$ cat src/design/mlf_pkg.sv
package mlf_pkg;

   localparam int LINE_W = 8;
   localparam int FIFO_DEPTH = 4;

   localparam logic [1:0] FUNC_PIXEL = 2'd0;
   localparam logic [1:0] FUNC_TICK  = 2'd1;
   localparam logic [1:0] FUNC_CLEAR = 2'd2;

   localparam logic [7:0] CMD_WR  = 8'h80;
   localparam logic [7:0] CMD_VC  = 8'h40;
   localparam logic [7:0] CMD_CLR = 8'h20;
   localparam logic [7:0] BYTE_ZERO = 8'h00;
   localparam logic [6:0] LPT_RESET = 7'd17;

   // byte slots of one request, emitted low index first
   localparam int SLOT_CMD   = 0;
   localparam int SLOT_ADDR  = 1;
   localparam int SLOT_PIX   = 2;
   localparam int SLOT_DUMMY = 3;
   localparam int SLOT_END   = 4;
   localparam int SLOT_REJ   = 5;
   localparam int SLOT_N     = 6;

   typedef struct packed {
      logic [SLOT_N-1:0] slots;
      logic [7:0]        cmd_byte;
      logic [7:0]        addr_byte;
      logic [7:0]        pix_byte;
   } mlf_desc_type;

   function automatic logic [7:0] rev8(input logic [7:0] v);
      logic [7:0] r;
      for (int i = 0; i < 8; i++) begin
         r[i] = v[7-i];
      end
      return r;
   endfunction

endpackage

$ cat src/design/mlf_if.sv
interface mlf_req_if;
   logic       valid;
   logic       ready;
   logic [1:0] func;
   logic [6:0] first_line;
   logic [6:0] line_count;
   logic [7:0] pixel_byte;
   modport source (output valid, func, first_line, line_count, pixel_byte, input ready);
   modport sink (input valid, func, first_line, line_count, pixel_byte, output ready);
endinterface

interface mlf_rsp_if;
   logic       valid;
   logic       ready;
   logic [7:0] out_byte;
   logic       end_of_transaction;
   logic       refused;
   modport source (output valid, out_byte, end_of_transaction, refused, input ready);
   modport sink (input valid, out_byte, end_of_transaction, refused, output ready);
endinterface

interface mlf_csr_if;
   logic       valid;
   logic       ready;
   logic [6:0] data;
   modport source (output valid, data, input ready);
   modport sink (input valid, data, output ready);
endinterface

$ cat src/design/mlf_fifo.sv
module mlf_fifo (
   input  logic                  clock,
   input  logic                  reset,
   input  logic                  push,
   input  mlf_pkg::mlf_desc_type push_data,
   output logic                  full,
   input  logic                  pop,
   output mlf_pkg::mlf_desc_type pop_data,
   output logic                  empty
);
   import mlf_pkg::*;

   localparam int PTR_W = $clog2(FIFO_DEPTH);
   localparam int CNT_W = $clog2(FIFO_DEPTH + 1);

   mlf_desc_type mem_ff [FIFO_DEPTH];
   logic [PTR_W-1:0] wr_ptr_ff, rd_ptr_ff;
   logic [CNT_W-1:0] count_ff;

   assign full     = (count_ff == CNT_W'(FIFO_DEPTH));
   assign empty    = (count_ff == '0);
   assign pop_data = mem_ff[rd_ptr_ff];

   always_ff @(posedge clock) begin
      if (push) begin
         mem_ff[wr_ptr_ff] <= push_data;
      end
   end

   always_ff @(posedge clock) begin
      if (reset) begin
         wr_ptr_ff <= '0;
         rd_ptr_ff <= '0;
         count_ff  <= '0;
      end else begin
         if (push) begin
            wr_ptr_ff <= (wr_ptr_ff == PTR_W'(FIFO_DEPTH - 1)) ? '0 : wr_ptr_ff + 1'b1;
         end
         if (pop) begin
            rd_ptr_ff <= (rd_ptr_ff == PTR_W'(FIFO_DEPTH - 1)) ? '0 : rd_ptr_ff + 1'b1;
         end
         case ({push, pop})
            2'b10:   count_ff <= count_ff + 1'b1;
            2'b01:   count_ff <= count_ff - 1'b1;
            default: count_ff <= count_ff;
         endcase
      end
   end

   a_no_overflow: assert property (@(posedge clock) disable iff (reset) push |-> !full)
      else $error("queue push while full");
   a_no_underflow: assert property (@(posedge clock) disable iff (reset) pop |-> !empty)
      else $error("queue pop while empty");

endmodule

$ cat src/design/mlf_front.sv
module mlf_front #(
   parameter int PANEL_LINES,
   parameter int LINE_BYTES
) (
   input  logic                  clock,
   input  logic                  reset,
   mlf_req_if.sink               req_chan,
   mlf_csr_if.sink               csr_chan,
   output logic                  push,
   output mlf_pkg::mlf_desc_type push_data,
   input  logic                  full
);
   import mlf_pkg::*;

   localparam int BYTE_W = $clog2(LINE_BYTES + 1);
   localparam logic [8:0] PANEL_MAX = 9'(PANEL_LINES);

   logic              vcom_ff, vcom_in;
   logic              active_ff, active_in;
   logic [LINE_W-1:0] line_ff, line_in;
   logic [6:0]        rem_ff, rem_in;
   logic [BYTE_W-1:0] byte_ff, byte_in;
   logic [6:0]        lit_ff, lit_in;
   logic [6:0]        lpt_ff;

   logic              accept, start, bad_range, line_done, ends_txn, emits;
   logic              eff_vcom;
   logic [LINE_W-1:0] eff_line, line_inc;
   logic [6:0]        eff_rem, rem_dec, eff_lit, lit_inc, lpt_eff;
   logic [BYTE_W-1:0] eff_byte;
   logic [8:0]        range_end;
   mlf_desc_type      desc;

   assign req_chan.ready = !full;
   assign csr_chan.ready = 1'b1;
   assign accept = req_chan.valid && !full;

   always_comb begin
      lpt_eff   = (lpt_ff == '0) ? 7'd1 : lpt_ff;
      start     = !active_ff;
      range_end = 9'(req_chan.first_line) + 9'(req_chan.line_count);
      bad_range = (req_chan.line_count == '0) || (range_end > PANEL_MAX);
      eff_vcom  = start ? !vcom_ff : vcom_ff;
      eff_line  = start ? LINE_W'(req_chan.first_line) : line_ff;
      eff_rem   = start ? req_chan.line_count : rem_ff;
      eff_lit   = start ? '0 : lit_ff;
      eff_byte  = start ? '0 : byte_ff;
      line_inc  = eff_line + 1'b1;
      rem_dec   = eff_rem - 1'b1;
      lit_inc   = eff_lit + 1'b1;
      line_done = (eff_byte == BYTE_W'(LINE_BYTES - 1));
      ends_txn  = line_done && ((lit_inc >= lpt_eff) || (rem_dec == '0));

      vcom_in   = vcom_ff;
      active_in = active_ff;
      line_in   = line_ff;
      rem_in    = rem_ff;
      byte_in   = byte_ff;
      lit_in    = lit_ff;
      emits     = 1'b0;
      desc.slots     = '0;
      desc.cmd_byte  = BYTE_ZERO;
      desc.addr_byte = rev8(line_inc);
      desc.pix_byte  = req_chan.pixel_byte;

      case (req_chan.func) inside
         FUNC_PIXEL: begin
            emits = 1'b1;
            if (start && bad_range) begin
               desc.slots[SLOT_REJ] = 1'b1;
            end else begin
               desc.cmd_byte          = CMD_WR | (eff_vcom ? CMD_VC : BYTE_ZERO);
               desc.slots[SLOT_CMD]   = (eff_byte == '0) && (eff_lit == '0);
               desc.slots[SLOT_ADDR]  = (eff_byte == '0);
               desc.slots[SLOT_PIX]   = 1'b1;
               desc.slots[SLOT_DUMMY] = line_done;
               desc.slots[SLOT_END]   = ends_txn;
               vcom_in = eff_vcom;
               if (line_done) begin
                  byte_in   = '0;
                  line_in   = line_inc;
                  rem_in    = rem_dec;
                  lit_in    = ends_txn ? '0 : lit_inc;
                  active_in = (rem_dec != '0);
               end else begin
                  byte_in   = eff_byte + 1'b1;
                  line_in   = eff_line;
                  rem_in    = eff_rem;
                  lit_in    = eff_lit;
                  active_in = 1'b1;
               end
            end
         end
         FUNC_TICK, FUNC_CLEAR: begin
            if (!active_ff) begin
               emits   = 1'b1;
               vcom_in = !vcom_ff;
               desc.cmd_byte = ((req_chan.func == FUNC_CLEAR) ? CMD_CLR : BYTE_ZERO)
                               | (!vcom_ff ? CMD_VC : BYTE_ZERO);
               desc.slots[SLOT_CMD] = 1'b1;
               desc.slots[SLOT_END] = 1'b1;
            end
         end
         default: begin
            emits = 1'b0;
         end
      endcase
   end

   assign push      = accept && emits;
   assign push_data = desc;

   always_ff @(posedge clock) begin
      if (reset) begin
         vcom_ff   <= 1'b0;
         active_ff <= 1'b0;
         line_ff   <= '0;
         rem_ff    <= '0;
         byte_ff   <= '0;
         lit_ff    <= '0;
         lpt_ff    <= LPT_RESET;
      end else begin
         if (accept) begin
            vcom_ff   <= vcom_in;
            active_ff <= active_in;
            line_ff   <= line_in;
            rem_ff    <= rem_in;
            byte_ff   <= byte_in;
            lit_ff    <= lit_in;
         end
         if (csr_chan.valid) begin
            lpt_ff <= csr_chan.data;
         end
      end
   end

   a_active_has_lines: assert property (@(posedge clock) disable iff (reset)
      active_ff |-> (rem_ff != '0))
      else $error("write active with no lines left");
   a_byte_in_range: assert property (@(posedge clock) disable iff (reset)
      byte_ff < BYTE_W'(LINE_BYTES))
      else $error("byte position past end of line");
   a_reject_alone: assert property (@(posedge clock) disable iff (reset)
      (push && push_data.slots[SLOT_REJ]) |-> (push_data.slots[SLOT_END:SLOT_CMD] == '0))
      else $error("refused request carries data bytes");
   a_idle_after_byte_zero: assert property (@(posedge clock) disable iff (reset)
      (accept && !active_ff && req_chan.func != FUNC_PIXEL) |=> $stable(active_ff))
      else $error("tick or clear changed write state");

endmodule

$ cat src/design/mlf_back.sv
module mlf_back (
   input  logic                  clock,
   input  logic                  reset,
   input  mlf_pkg::mlf_desc_type pop_data,
   input  logic                  empty,
   output logic                  pop,
   mlf_rsp_if.source             rsp_chan
);
   import mlf_pkg::*;

   mlf_desc_type      work_ff, work_in;
   logic              rsp_valid_ff, rsp_valid_in;
   logic [7:0]        rsp_byte_ff, rsp_byte_in;
   logic              rsp_eot_ff, rsp_eot_in;
   logic              rsp_ref_ff, rsp_ref_in;
   logic              out_free, work_empty, emit;
   logic [SLOT_N-1:0] low, rest;

   always_comb begin
      out_free   = !rsp_valid_ff || rsp_chan.ready;
      work_empty = (work_ff.slots == '0);
      emit       = out_free && !work_empty;
      low        = work_ff.slots & (~work_ff.slots + 1'b1);
      rest       = work_ff.slots & ~low;
      pop        = !empty && (work_empty || (emit && rest == '0));

      work_in = work_ff;
      if (pop) begin
         work_in = pop_data;
      end else if (emit) begin
         work_in.slots = rest;
      end

      rsp_byte_in  = BYTE_ZERO;
      rsp_eot_in   = 1'b0;
      rsp_ref_in   = 1'b0;
      if (low[SLOT_CMD]) begin
         rsp_byte_in = work_ff.cmd_byte;
      end else if (low[SLOT_ADDR]) begin
         rsp_byte_in = work_ff.addr_byte;
      end else if (low[SLOT_PIX]) begin
         rsp_byte_in = work_ff.pix_byte;
      end else if (low[SLOT_END]) begin
         rsp_eot_in = 1'b1;
      end else if (low[SLOT_REJ]) begin
         rsp_ref_in = 1'b1;
      end

      if (emit) begin
         rsp_valid_in = 1'b1;
      end else begin
         rsp_valid_in = rsp_valid_ff && !rsp_chan.ready;
      end
   end

   always_ff @(posedge clock) begin
      if (reset) begin
         rsp_valid_ff <= 1'b0;
         work_ff      <= '0;
      end else begin
         rsp_valid_ff <= rsp_valid_in;
         work_ff      <= work_in;
      end
   end

   always_ff @(posedge clock) begin
      if (emit) begin
         rsp_byte_ff <= rsp_byte_in;
         rsp_eot_ff  <= rsp_eot_in;
         rsp_ref_ff  <= rsp_ref_in;
      end
   end

   assign rsp_chan.valid              = rsp_valid_ff;
   assign rsp_chan.out_byte           = rsp_byte_ff;
   assign rsp_chan.end_of_transaction = rsp_eot_ff;
   assign rsp_chan.refused            = rsp_ref_ff;

endmodule

$ cat src/design/memory_lcd_line_framer_top.sv
// Memory-LCD line framer. Each request yields zero to five response bytes: a pixel byte
// gives one byte, plus the write command at a transaction start, the line address at a
// line start, and the dummy and closing bytes at a line or transaction end; VCOM-tick and
// clear give two while no write is active, else none. The front end takes a request
// every cycle while its four-entry descriptor queue has room; the back end sends one byte
// per cycle while the response channel is ready; the sustained rate is set by the number
// of bytes a request produces. lines_per_transaction is written through the csr channel,
// only while the framer is idle (user's rule, not enforced); a value of zero acts as one.
module memory_lcd_line_framer_top #(
   parameter int PANEL_LINES = 68,
   parameter int LINE_BYTES  = 20
) (
   input  logic      clock,
   input  logic      reset,
   mlf_req_if.sink   req_chan,
   mlf_rsp_if.source rsp_chan,
   mlf_csr_if.sink   csr_chan
);
   import mlf_pkg::*;

   logic         push, full, pop, empty;
   mlf_desc_type push_data, pop_data;

   mlf_front #(
      .PANEL_LINES (PANEL_LINES),
      .LINE_BYTES  (LINE_BYTES)
   ) u_front (
      .clock     (clock),
      .reset     (reset),
      .req_chan  (req_chan),
      .csr_chan  (csr_chan),
      .push      (push),
      .push_data (push_data),
      .full      (full)
   );

   mlf_fifo u_fifo (
      .clock     (clock),
      .reset     (reset),
      .push      (push),
      .push_data (push_data),
      .full      (full),
      .pop       (pop),
      .pop_data  (pop_data),
      .empty     (empty)
   );

   mlf_back u_back (
      .clock    (clock),
      .reset    (reset),
      .pop_data (pop_data),
      .empty    (empty),
      .pop      (pop),
      .rsp_chan (rsp_chan)
   );

endmodule
$ cat src/flat_wrapper.sv
// flat-port wrapper written by rule: the top's interface ports become plain ports
module memory_lcd_line_framer_top_flat import mlf_pkg::*;
#(
   parameter int PANEL_LINES = 68,
   parameter int LINE_BYTES  = 20
)
  (clock, reset, req_chan_valid, req_chan_func, req_chan_first_line, req_chan_line_count, req_chan_pixel_byte, req_chan_ready, rsp_chan_valid, rsp_chan_out_byte, rsp_chan_end_of_transaction, rsp_chan_refused, rsp_chan_ready, csr_chan_valid, csr_chan_data, csr_chan_ready);
  mlf_req_if req_chan_i ();
  mlf_rsp_if rsp_chan_i ();
  mlf_csr_if csr_chan_i ();
  input  logic clock;
  input  logic reset;
  input wire logic [$bits(req_chan_i.valid)-1:0] req_chan_valid;
  input wire logic [$bits(req_chan_i.func)-1:0] req_chan_func;
  input wire logic [$bits(req_chan_i.first_line)-1:0] req_chan_first_line;
  input wire logic [$bits(req_chan_i.line_count)-1:0] req_chan_line_count;
  input wire logic [$bits(req_chan_i.pixel_byte)-1:0] req_chan_pixel_byte;
  output wire logic [$bits(req_chan_i.ready)-1:0] req_chan_ready;
  output wire logic [$bits(rsp_chan_i.valid)-1:0] rsp_chan_valid;
  output wire logic [$bits(rsp_chan_i.out_byte)-1:0] rsp_chan_out_byte;
  output wire logic [$bits(rsp_chan_i.end_of_transaction)-1:0] rsp_chan_end_of_transaction;
  output wire logic [$bits(rsp_chan_i.refused)-1:0] rsp_chan_refused;
  input wire logic [$bits(rsp_chan_i.ready)-1:0] rsp_chan_ready;
  input wire logic [$bits(csr_chan_i.valid)-1:0] csr_chan_valid;
  input wire logic [$bits(csr_chan_i.data)-1:0] csr_chan_data;
  output wire logic [$bits(csr_chan_i.ready)-1:0] csr_chan_ready;
  assign req_chan_i.valid = req_chan_valid;
  assign req_chan_i.func = req_chan_func;
  assign req_chan_i.first_line = req_chan_first_line;
  assign req_chan_i.line_count = req_chan_line_count;
  assign req_chan_i.pixel_byte = req_chan_pixel_byte;
  assign req_chan_ready = req_chan_i.ready;
  assign rsp_chan_valid = rsp_chan_i.valid;
  assign rsp_chan_out_byte = rsp_chan_i.out_byte;
  assign rsp_chan_end_of_transaction = rsp_chan_i.end_of_transaction;
  assign rsp_chan_refused = rsp_chan_i.refused;
  assign rsp_chan_i.ready = rsp_chan_ready;
  assign csr_chan_i.valid = csr_chan_valid;
  assign csr_chan_i.data = csr_chan_data;
  assign csr_chan_ready = csr_chan_i.ready;
  memory_lcd_line_framer_top #(.PANEL_LINES(PANEL_LINES), .LINE_BYTES(LINE_BYTES)) u_core (.clock(clock), .reset(reset), .req_chan(req_chan_i), .rsp_chan(rsp_chan_i), .csr_chan(csr_chan_i));
endmodule
$ cat config.mk
export PLATFORM = sky130hd
export DESIGN_NAME = memory_lcd_line_framer_top_flat
export DESIGN_NICKNAME = d
export VERILOG_FILES = /design/src/design/mlf_pkg.sv /design/src/design/mlf_if.sv /design/src/design/mlf_fifo.sv /design/src/design/mlf_front.sv /design/src/design/mlf_back.sv /design/src/design/memory_lcd_line_framer_top.sv /design/src/flat_wrapper.sv
export SDC_FILE = /design/constraint.sdc
export NUM_CORES = 1
export LEC_CHECK = 0
export BUFFER_PORTS_ARGS = -buffer_cell sky130_fd_sc_hd__buf_2
export CAP_MARGIN = 10
export CORE_MARGIN = 2
export CORE_UTILIZATION = 65
export CTS_CLUSTER_DIAMETER = 50
export DETAILED_ROUTE_END_ITERATION = 10
export PLACE_DENSITY = 0.82
export SYNTH_ARGS = -nofsm -noshare
export SYNTH_HDL_FRONTEND = slang
export SYNTH_SLANG_ARGS = --single-unit
$ cat constraint.sdc
create_clock -name clock -period 7.19 [get_ports clock]
set_input_delay 0.719 -clock clock [delete_from_list [all_inputs] [get_ports clock]]
set_output_delay 0.719 -clock clock [all_outputs]
set_load 0.005 [all_outputs]
Yosys cells after proc, flatten, opt, wreduce, memory -nomap -nowiden
Memories as Yosys holds them, arrays and structs flattened. A register that Yosys moved wholly into a read port is not among the register bits.
Cells that the tools add are included.

storage, ports and cells
  bits in registers = 84
  RAM bits = 120
  output and inout bits = 13
  logic and storage cells = 128
  memories kept = 1

memories
  name                  words  width  rd ports  clocked after memory_dff  wr ports  RTL line        text
  u_core.u_fifo.mem_ff  4      30     1         1                         1         mlf_fifo.sv:16  mlf_desc_type mem_ff [FIFO_DEPTH];

cells by class
  add/sub/neg operators = 10
  magnitude comparators = 2
  equal/unequal tests = 9
  multiplexer cells = 44
  bitwise logic cells = 6
  reductions and logical operators = 38

operators by type and width
  cell                   count
  $mux W7                8
  $mux W8                5
  $logic_not A7 Y1       4
  $mux W9                3
  $mux W6                3
  $mux W1                16
  $mux W13               1
  $and A6 B6 Y6          2
  $logic_not A6 Y1       2
  $not A6 Y6             2
  $mux W5                2
  $logic_and A1 B1 Y1    9
  $add A7 B7 Y8          1
  $add A8 B1 Y8 const B  1
  $eq A2 B2 Y1 const B   4
  $gt A8 B7 Y1 const B   1
  $mux W2                4
  $add A7 B1 Y7 const B  1
  $ge A7 B7 Y1           1
  $logic_not A1 Y1       7
  $or A6 B7 Y7           1
  $reduce_bool A7 Y1     1
  $sub A7 B1 Y7 const B  1
  $add A6 B1 Y6 const B  1
  other kinds (20)       28

Depth between registers and ports, before layout
Gate-level depths: netlist of run 1.

  word-level depth = 11
  depth in mapped cells = 17
  gate-level depth less buffers = 12

By module
From an unflattened synthesis of run 1, not the netlist that was laid out.

second synthesis, totals
  cell total of the unflattened synthesis = 810
  area total of the unflattened synthesis = 9779.4 µm²

by module, submodules not included
  module     instances  cells an instance  area each (µm²)
  mlf_fifo   1          204                4775.8
  mlf_front  1          389                3075.4
  mlf_back   1          217                1928.1

Least setup slack after synthesis of run 1
No wires, ideal clock.

  kind = flip-flop to flip-flop
  start = reg u_core.u_front.active_ff
  end = reg u_core.u_front.lit_ff[2]
  library setup time = 95 ps
  data arrival time = 3975 ps
  data required time = 7095 ps
  setup slack = 3120 ps
  cell stages (with the launch flop) = 17
  period minus slack after synthesis = 4070 ps
  path through = dfxtp_1 > buf_4 > buf_4 > buf_2 > clkbuf_1 > buf_1 > clkbuf_1 > and2_1 > ha_1 > nand4_1 > or3_1 > a21oi_1 > ha_1 > a21oi_1 > nand3_2 > or3_1 > o311ai_1

between the ends
  word-level cells in the longest chain between the ends = 7

RTL lines
  what                                                     RTL line                          text
  start: declaration                                       mlf_front.sv:19                   logic active_ff, active_in;
  start signal: assignment                                 mlf_front.sv:125                  active_ff <= active_in;
  $mux W7 (on tied branches)                               mlf_front.sv:46, mlf_front.sv:45
  $add A7 B1 Y7 / $sub A7 B1 Y7 (equally long branches)    mlf_front.sv:50, mlf_front.sv:49
  $ge A7 B7 Y1 / $logic_not A7 Y1 (equally long branches)  mlf_front.sv:52                   ends_txn = line_done && ((lit_inc >= lpt_eff) || (rem_dec == '0));
  $logic_or A1 B1 Y1                                       mlf_front.sv:52
  $logic_and A1 B1 Y1                                      mlf_front.sv:52
  $mux W7                                                  mlf_front.sv:83                   lit_in = ends_txn ? '0 : lit_inc;
  $mux W7                                                  mlf_front.sv:79                   if (line_done) begin
  end signal: assignment                                   mlf_front.sv:129                  lit_ff <= lit_in;
  end: declaration                                         mlf_front.sv:23                   logic [6:0] lit_ff, lit_in;

Parallel ways exist; a longest one is shown, timed or not.
A chain may end at the register's enable or synchronous reset.

Worst setup path after layout of run 1
  start = reg u_core.u_back.work_ff[26] in the netlist's numbering
  end = reg u_core.u_fifo.count_ff[2]

between the ends
  word-level cells in the longest chain between the ends = 11

RTL lines
  what                                                      RTL line        text
  start: declaration                                        mlf_back.sv:11  mlf_desc_type work_ff, work_in;
  start signal: assignment                                  mlf_back.sv:62  work_ff <= work_in;
  $not A6 Y6                                                mlf_back.sv:23  low = work_ff.slots & (~work_ff.slots + 1'b1);
  $add A6 B1 Y6                                             mlf_back.sv:23
  $and A6 B6 Y6                                             mlf_back.sv:23
  $not A6 Y6                                                mlf_back.sv:24  rest = work_ff.slots & ~low;
  $and A6 B6 Y6                                             mlf_back.sv:24
  $logic_not A6 Y1                                          mlf_back.sv:25  pop = !empty && (work_empty || (emit && rest == '0));
  $logic_and A1 B1 Y1                                       mlf_back.sv:25
  $logic_or A1 B1 Y1 *                                      mlf_back.sv:25
  $logic_and A1 B1 Y1 *                                     mlf_back.sv:25
  $eq A2 B1 Y1 / $eq A2 B2 Y1 (equally long branches)       mlf_fifo.sv:42  case ({push, pop})
  $pmux W3 S2 / $reduce_bool A2 Y1 (equally long branches)  n/a
  end signal: assignment                                    mlf_fifo.sv:43  2'b10: count_ff <= count_ff + 1'b1;
  end signal: assignment                                    mlf_fifo.sv:44  2'b01: count_ff <= count_ff - 1'b1;
  end signal: assignment                                    mlf_fifo.sv:45  default: count_ff <= count_ff;
  end: declaration                                          mlf_fifo.sv:18  logic [CNT_W-1:0] count_ff;

Mark *: on every way between the ends. The rest lies on a longest branch, timed or not.

==> out/metrics.yaml, run 1 <==
cts_tree: "done"
hold_depth: 2
clk_pin_slew_ns: 0.07
slew_violations: 0
path_class: "flip-flop to flip-flop"
nets: 827
groute.usage.overall_pct: 26.2
cts_buffers: 17
holdWs_ns: 0.458
clock_path_buffers: 2
finalNonFillerCells: 945
setup.worst_path.start: "u_core.u_back.work_ff[26]$_SDFFE_PP0P_"
grt_overflow: 0
gp_congestion: 0.870
rsz0062_at_grt: "no"
path_max_fanout: 25
drv_cap: 0
status: "finished clean"
critical_path.endpoint_type: "flip-flop"
placed_cell_area_um2: 8710
fmax_mhz: 272
htreeDepth: 4
die-area_um2: 13800
synth_top_area_share_pct: 38.1
synth.avg_cell_area_um2: 11.5
num_io_pins: 49
setup_viol: 0
max_slew_margin_pct: 18.7
ctsHoldBuffers: 0
slowest_stage: "a211o_1"
period_minus_slack_ns: 3.67
design.core.area_um2: 12600
die_y_um: 117
diodes: 0
start_util_pct: 66.5
netlist_area_um2: 8350
rows: 41
ys_types: 72
async_reset_ff_share_pct: 0
max-vdd-ir-drop_v: 0.000184
grt_start_max_net_pins: 69
drive_gt1_share_pct: 16.2
leakagePower_uw: 0.00342
r2r-end: "u_core.u_fifo.count_ff[2]$_SDFFE_PP0P_"
cp_cell_sequence: "or2_2 > nor4_1 > nand2_1 > a211o_1 > inv_2 > ha_1 > inv_1 > fa_1 > xor2_1 > or3_1 > a21oi_1"
dp.cells: 913
drt-total-wl_um: 17400
first_iter_violations: 553
final_area_um2: 9320
ys_warn_count: 0
r2r-start: "u_core.u_back.work_ff[26]$_SDFFE_PP0P_"
period_share_pct: 51.1
clockRootBuffer: "clkbuf_16"
fp.dieW_um: 117
endpoint: "u_core.u_fifo.count_ff[2]$_SDFFE_PP0P_"
cts_setup_buffers: 0
ctsResizeCount: 0
setup_tns_ns: 0
final_common_cell: "edfxtp_1"
wl_per_cell_um: 18.4
r2r_cells: 11
final_cell_mix: "edfxtp_1 (106), nand2_1 (84), dfxtp_1 (70)"
r2r_setup_slack_ns: 3.52
pwr_density_cell_nw_per_um2: 317
hold_path_class: "flip-flop to flip-flop"
yosysSeqAreaShare_pct: 55.1
yosys_register_bits: 177
drc: 0
clkLatencyLatePin_ns: 0.43
required_ns: 7.54
slowest_delay_ns: 0.59
dp_hpwl_um: 11500
numPortBuffers: 47
hold_viol_final: 0
nFillCells: 830
yosys.area.top_type: "edfxtp_1"
area_delta_synth_final_pct: 11.5
clock-sinks: 177
synthFlopType: "edfxtp_1"
antenna_found_initial: 0
syn_nets: 792
ys_top_cells_by_area: "edfxtp_1 (38%), dfxtp_1 (17%), mux4_2 (6.5%)"
clock_skew_ns: 0.00741
grt_pass1_wl_um: 28400
synth_cells: 725
synth_edf_count: 106
worst_pin_slew_ns: 1.22
crit_arrival_ns: 4.03
vias: 5868
hp-start: "u_core.u_back.work_ff[22]$_SDFFE_PP0N_"
cp-start-kind: "flip-flop"
first_global_vias: 5862
vias_per_cell: 6.21
first_pass_iters: 5
ant_nets: 0
## critical path, delay by kind of cell (launching register included)
kind	cells	cell delay, ns
AND/OR/NAND/NOR	4	1.23
AO/OA/AOI/OAI	2	0.74
XOR/XNOR	1	0.16
buffers and inverters	2	0.50
adder cells (fa/ha/maj)	2	0.63
flip-flops	1	0.35
## how the worst min path moves through the flow
stage | slack [ns] | end
3_5_place_dp | 0.45 | u_core.u_back.work_ff[22]$_SDFFE_PP0N_
2_1_floorplan | 0.43 | u_core.u_front.line_ff[1]$_SDFFE_PP0P_
5_1_grt | 0.48 | u_core.u_fifo.mem_ff[2][6]$_DFFE_PP_
6_report | 0.46 | u_core.u_back.work_ff[22]$_SDFFE_PP0N_
4_1_cts | 0.46 | u_core.u_back.work_ff[22]$_SDFFE_PP0N_
3_3_place_gp | 0.44 | u_core.u_front.line_ff[1]$_SDFFE_PP0P_
## synthesized netlist by cell type, types with 5 or more instances
cell / number
edfxtp_1: 106
nand2_1: 84
dfxtp_1: 71
a21oi_1: 54
nor2_1: 41
inv_1: 35
ha_1: 29
o21ai_0: 28
mux4_2: 24
mux2i_1: 22
clkbuf_1: 21
nand3_1: 14
nor3_1: 13
nor2b_1: 12
and2_1: 10
xnor2_1: 10
a22oi_1: 9
or3_1: 8
xor2_1: 8
buf_1: 7
buf_2: 7
a32oi_1: 5
and3_1: 5
o2bb2ai_1: 5
## layout make-up
type                       instances  area (µm²)  area share (%)
sequential                       177        4610            49.4
multi-input combinational        472        3460            37.1
clock buffer                      24         546            5.86
timing repair buffer              55         295            3.17
tap                              172         215            2.31
inverter                          37         139            1.49
clock inverter                     8        58.8           0.631
## flip-flops by register name, indices dropped and copies added, names as in the netlist, named ones only
name	count
u_core.u_back.rsp_chan.end_of_transaction	1
u_core.u_fifo.mem_ff	96
u_core.u_back.rsp_chan.out_byte	8
u_core.u_front.lit_ff	7
u_core.u_front.byte_ff	5
u_core.u_front.lpt_ff	7
u_core.u_front.line_ff	8
u_core.u_back.rsp_chan.valid	1
u_core.u_front.rem_ff	7
u_core.u_back.rsp_chan.refused	1
u_core.u_fifo.wr_ptr_ff	2
u_core.u_fifo.rd_ptr_ff	2
u_core.u_fifo.count_ff	3
u_core.u_front.active_ff	1
u_core.u_front.vcom_ff	1
u_core.u_back.work_ff	25
## through the flow
step | power, µW | utilization, % | setup WS [ns]
final | 2950 | 74.1 | 3.52
after global routing | 3090 | 74.1 | 3.24
after CTS | 2970 | 74.1 | 3.54
after detailed placement | 2050 | 69.3 | 3.28
after global placement | 2010 | 69.3 | 3.42
after floorplan | 1860 | - | 3.12
## where the power goes
group,total [µW],leakage (µW),internal (µW),switching (µW)
registers,1370,0.00157,1260,109
logic,670,0.00155,273,397
clock network,913,0.000299,535,378
total,2950,0.00342,2070,884
## per-layer routing
metal / vias up / part of all wire (%) / GRT usage, %
met4: 0 / 2.8 / 13.0
met2: 191 / 52 / 44.8
met3: 47 / 5.2 / 6.27
met5: - / 0 / 0
met1: 2879 / 40 / 31.2
li1: 2751 / - / -
## cells by family after synthesis
group | after synthesis | synth area share, %
simple gates | 219 | 12.8
flops | 177 | 55.1
compound gates | 155 | 12.2
buf+inv | 76 | 3.70
mux | 47 | 9.24
fa+ha+maj | 32 | 4.94
xor+xnor | 18 | 1.89
other cells | 1 | 0.0449
No activity file was read; power rests on OpenSTA's default activity.
==> inputs of run 2 (changes only) <==
--- a/config.mk
+++ b/config.mk
@@ -8,10 +8,10 @@
 export BUFFER_PORTS_ARGS = -buffer_cell sky130_fd_sc_hd__buf_2
 export CAP_MARGIN = 10
 export CORE_MARGIN = 2
-export CORE_UTILIZATION = 65
+export CORE_UTILIZATION = 61
 export CTS_CLUSTER_DIAMETER = 50
 export DETAILED_ROUTE_END_ITERATION = 10
-export PLACE_DENSITY = 0.82
+export PLACE_DENSITY = 0.78
 export SYNTH_ARGS = -nofsm -noshare
 export SYNTH_HDL_FRONTEND = slang
 export SYNTH_SLANG_ARGS = --single-unit
==> constraint.sdc (replaced) <==
create_clock -name clock -period 3.8 [get_ports clock]
set_input_delay 0.38 -clock clock [delete_from_list [all_inputs] [get_ports clock]]
set_output_delay 0.38 -clock clock [all_outputs]
set_load 0.005 [all_outputs]
==> run 2 against run 1 <==
Effect of this change:
- sequential cell count did not move
- final cell count rose by 1.3%
- sequential share of layout area fell by 0.69 points
- clock power rose by 110%
- largest power group unchanged
- first-iteration DRC count fell by 3.8%
- total power rose by 97%
- register-to-register slack got worse by 3.0 ns
- largest cell class unchanged
- clock-buffer cell count fell by 2
- critical path type unchanged
- hold slack got worse by 0.29 ns
- critical path depth fell by 1
==> out/metrics.yaml, run 2 (same netlist as run 1, synthesis figures left out) <==
status: "finished clean"
hold_viol_final: 0  # unchanged
first_pass_iters: 5  # unchanged
rows: 42  # +2.4%
drive_gt1_share_pct: 16.8  # +0.60 points
die_y_um: 121  # +3.1%
die-area_um2: 14600  # +6.3%
clock-sinks: 177  # unchanged
num_io_pins: 49  # unchanged
r2r_cells: 10  # -1
max_slew_margin_pct: 34.7  # +16 points
leakagePower_uw: 0.00347  # +1.5%
ctsResizeCount: 0  # unchanged
hold_depth: 1  # -1
top_regs: "u_core.u_fifo.mem_ff x96, u_core.u_back.work_ff x25"
path_max_fanout: 15  # -40%
antenna_found_initial: 0  # unchanged
grt_overflow: 0  # unchanged
drt-total-wl_um: 17500  # +0.82%
placed_cell_area_um2: 8800  # +1.0%
nets: 835  # +0.97%
hold_path_class: "input port to flip-flop"
regMostFlops: "u_core.u_fifo.mem_ff"
nFillCells: 885  # +6.6%
area_delta_synth_final_pct: 13.1
holdPathEnd: "u_core.u_fifo.mem_ff[2][7]$_DFFE_PP_"
cp-start-kind: "flip-flop"
vias: 5907  # +0.66%
fin_util_pct: 71.1  # -3.1 points
crit_arrival_ns: 3.61  # -0.42 ns
gp_congestion: 0.887  # +2.0%
r2r_setup_slack_ns: 0.52  # -3.00 ns
design.core.area_um2: 13300  # +5.8%
wl_per_cell_um: 18.3  # -0.44%
fmax_mhz: 305  # +12%
period_minus_slack_ns: 3.28  # -0.395 ns
final_cell_mix: "edfxtp_1 (106), nand2_1 (84), dfxtp_1 (70)"
grt_pass1_wl_um: 28900  # +1.8%
cts_setup_buffers: 0  # unchanged
grt_start_max_net_pins: 48  # -30%
htreeDepth: 4  # unchanged
ant_nets: 0  # unchanged
vias_per_cell: 6.17  # -0.60%
slew_violations: 0  # unchanged
final_area_um2: 9450  # +1.4%
final_common_cell: "edfxtp_1"
cts_buffers: 17  # unchanged
critical_path.endpoint_type: "flip-flop"
hp-start: "req_chan_pixel_byte[7]"
path_class: "flip-flop to flip-flop"
cts_tree: "done"
dp_hpwl_um: 11700  # +1.9%
required_ns: 4.13  # -3.41 ns
setup_viol: 0  # unchanged
rsz0062_at_grt: "no"
setup_tns_ns: 0  # unchanged
pwr_density_cell_nw_per_um2: 615  # +94%
period_share_pct: 86.3  # +35 points
clock_skew_ns: 0.00851  # +0.00110 ns
largest_reg_flops: 96  # unchanged
max-vdd-ir-drop_v: 0.000410  # +120%
ctsHoldBuffers: 0  # unchanged
numPortBuffers: 47  # unchanged
drc: 0  # unchanged
r2r-end: "u_core.u_front.lit_ff[2]$_SDFFE_PP0P_"
clockRootBuffer: "clkbuf_16"
clkLatencyLatePin_ns: 0.43  # about the same
clock_path_buffers: 2  # unchanged
first_iter_violations: 532  # -3.8%
r2r-start: "u_core.u_front.active_ff$_SDFFE_PP0P_"
diodes: 0  # unchanged
start_util_pct: 62.8  # -3.6 points
drv_cap: 0  # unchanged
groute.usage.overall_pct: 25.5  # -0.79 points
worst_pin_slew_ns: 0.980  # -0.238 ns
first_global_vias: 5904  # +0.72%
fp.dieW_um: 121  # +3.1%
clk_pin_slew_ns: 0.06  # about the same
multi_input_area_um2: 3460  # unchanged
regArea_um2: 4610  # unchanged
-- run 2: changes by cell type in the layout (fill, tap and decap cells not counted), moves of 2 or more --
cell | previous run | this run
buf_12 | 0 | 2
buf_4 | 8 | 14
bufinv_16 | 0 | 5
clkbuf_1 | 1 | 3
clkbuf_16 | 20 | 17
clkinvlp_4 | 1 | 3
inv_6 | 3 | 0
-- run 2: how the worst max path moves through the flow --
stage / startpoint / endpoint / depth (start not counted)
2_1_floorplan: u_core.u_front.active_ff$_SDFFE_PP0P_ / u_core.u_front.lit_ff[2]$_SDFFE_PP0P_ / 16
3_3_place_gp: req_chan_line_count[0] / u_core.u_front.line_ff[6]$_SDFFE_PP0P_ / 12
3_5_place_dp: req_chan_line_count[0] / u_core.u_front.line_ff[6]$_SDFFE_PP0P_ / 12
4_1_cts: u_core.u_front.active_ff$_SDFFE_PP0P_ / u_core.u_front.lit_ff[2]$_SDFFE_PP0P_ / 10
5_1_grt: u_core.u_front.active_ff$_SDFFE_PP0P_ / u_core.u_front.lit_ff[2]$_SDFFE_PP0P_ / 10
6_report: u_core.u_front.active_ff$_SDFFE_PP0P_ / u_core.u_front.lit_ff[2]$_SDFFE_PP0P_ / 10
-- run 2: report_power, final --
part | total [µW] | switching, µW | internal (µW)
Clock | 1890 | 692 | 1200
Sequential | 2600 | 215 | 2380
Combinational | 1320 | 771 | 553
Total | 5810 | 1680 | 4130
-- run 2: area by class of cell --
cell class | instances | area share [%]
clock buffer | 22 | 4.91
multi-input combinational | 472 | 36.6
sequential | 177 | 48.7
inverter | 37 | 1.47
tap | 176 | 2.33
clock inverter | 10 | 1.93
timing repair buffer | 63 | 4.03
-- run 2: critical path: stages, from the launching register on --
cell and delay [ns]:
dfxtp_2 0.50, and2_1 0.23, ha_1 0.22, nand4_1 0.23, or3_1 0.41, a21oi_1 0.22, ha_1 0.28, a21oi_1 0.30
nand3_2 0.19, or3_1 0.37, o311ai_1 0.22
-- run 2: per-stage QoR --
step / instances / hold WS (ns) / setup WS [ns] / power [µW]
floorplan: 725 / 0.432 / 0.0263 / 3520
global placement: 925 / 0.445 / 0.563 / 3870
detailed placement: 925 / 0.448 / 0.445 / 3940
CTS: 957 / 0.151 / 0.551 / 5840
global route: 957 / 0.159 / 0.215 / 6080
finish: 957 / 0.169 / 0.521 / 5810
-- run 2: per-layer routing --
| metal | vias to the layer above | GRT usage, % | part of all wire (%) |
|---|---|---|---|
| met1 | 2889 | 31.6 | 41 |
| li1 | 2780 | - | - |
| met2 | 208 | 44.7 | 52 |
| met5 | - | 0 | 0 |
| met3 | 30 | 3.99 | 5.1 |
| met4 | 0 | 9.74 | 1.9 |
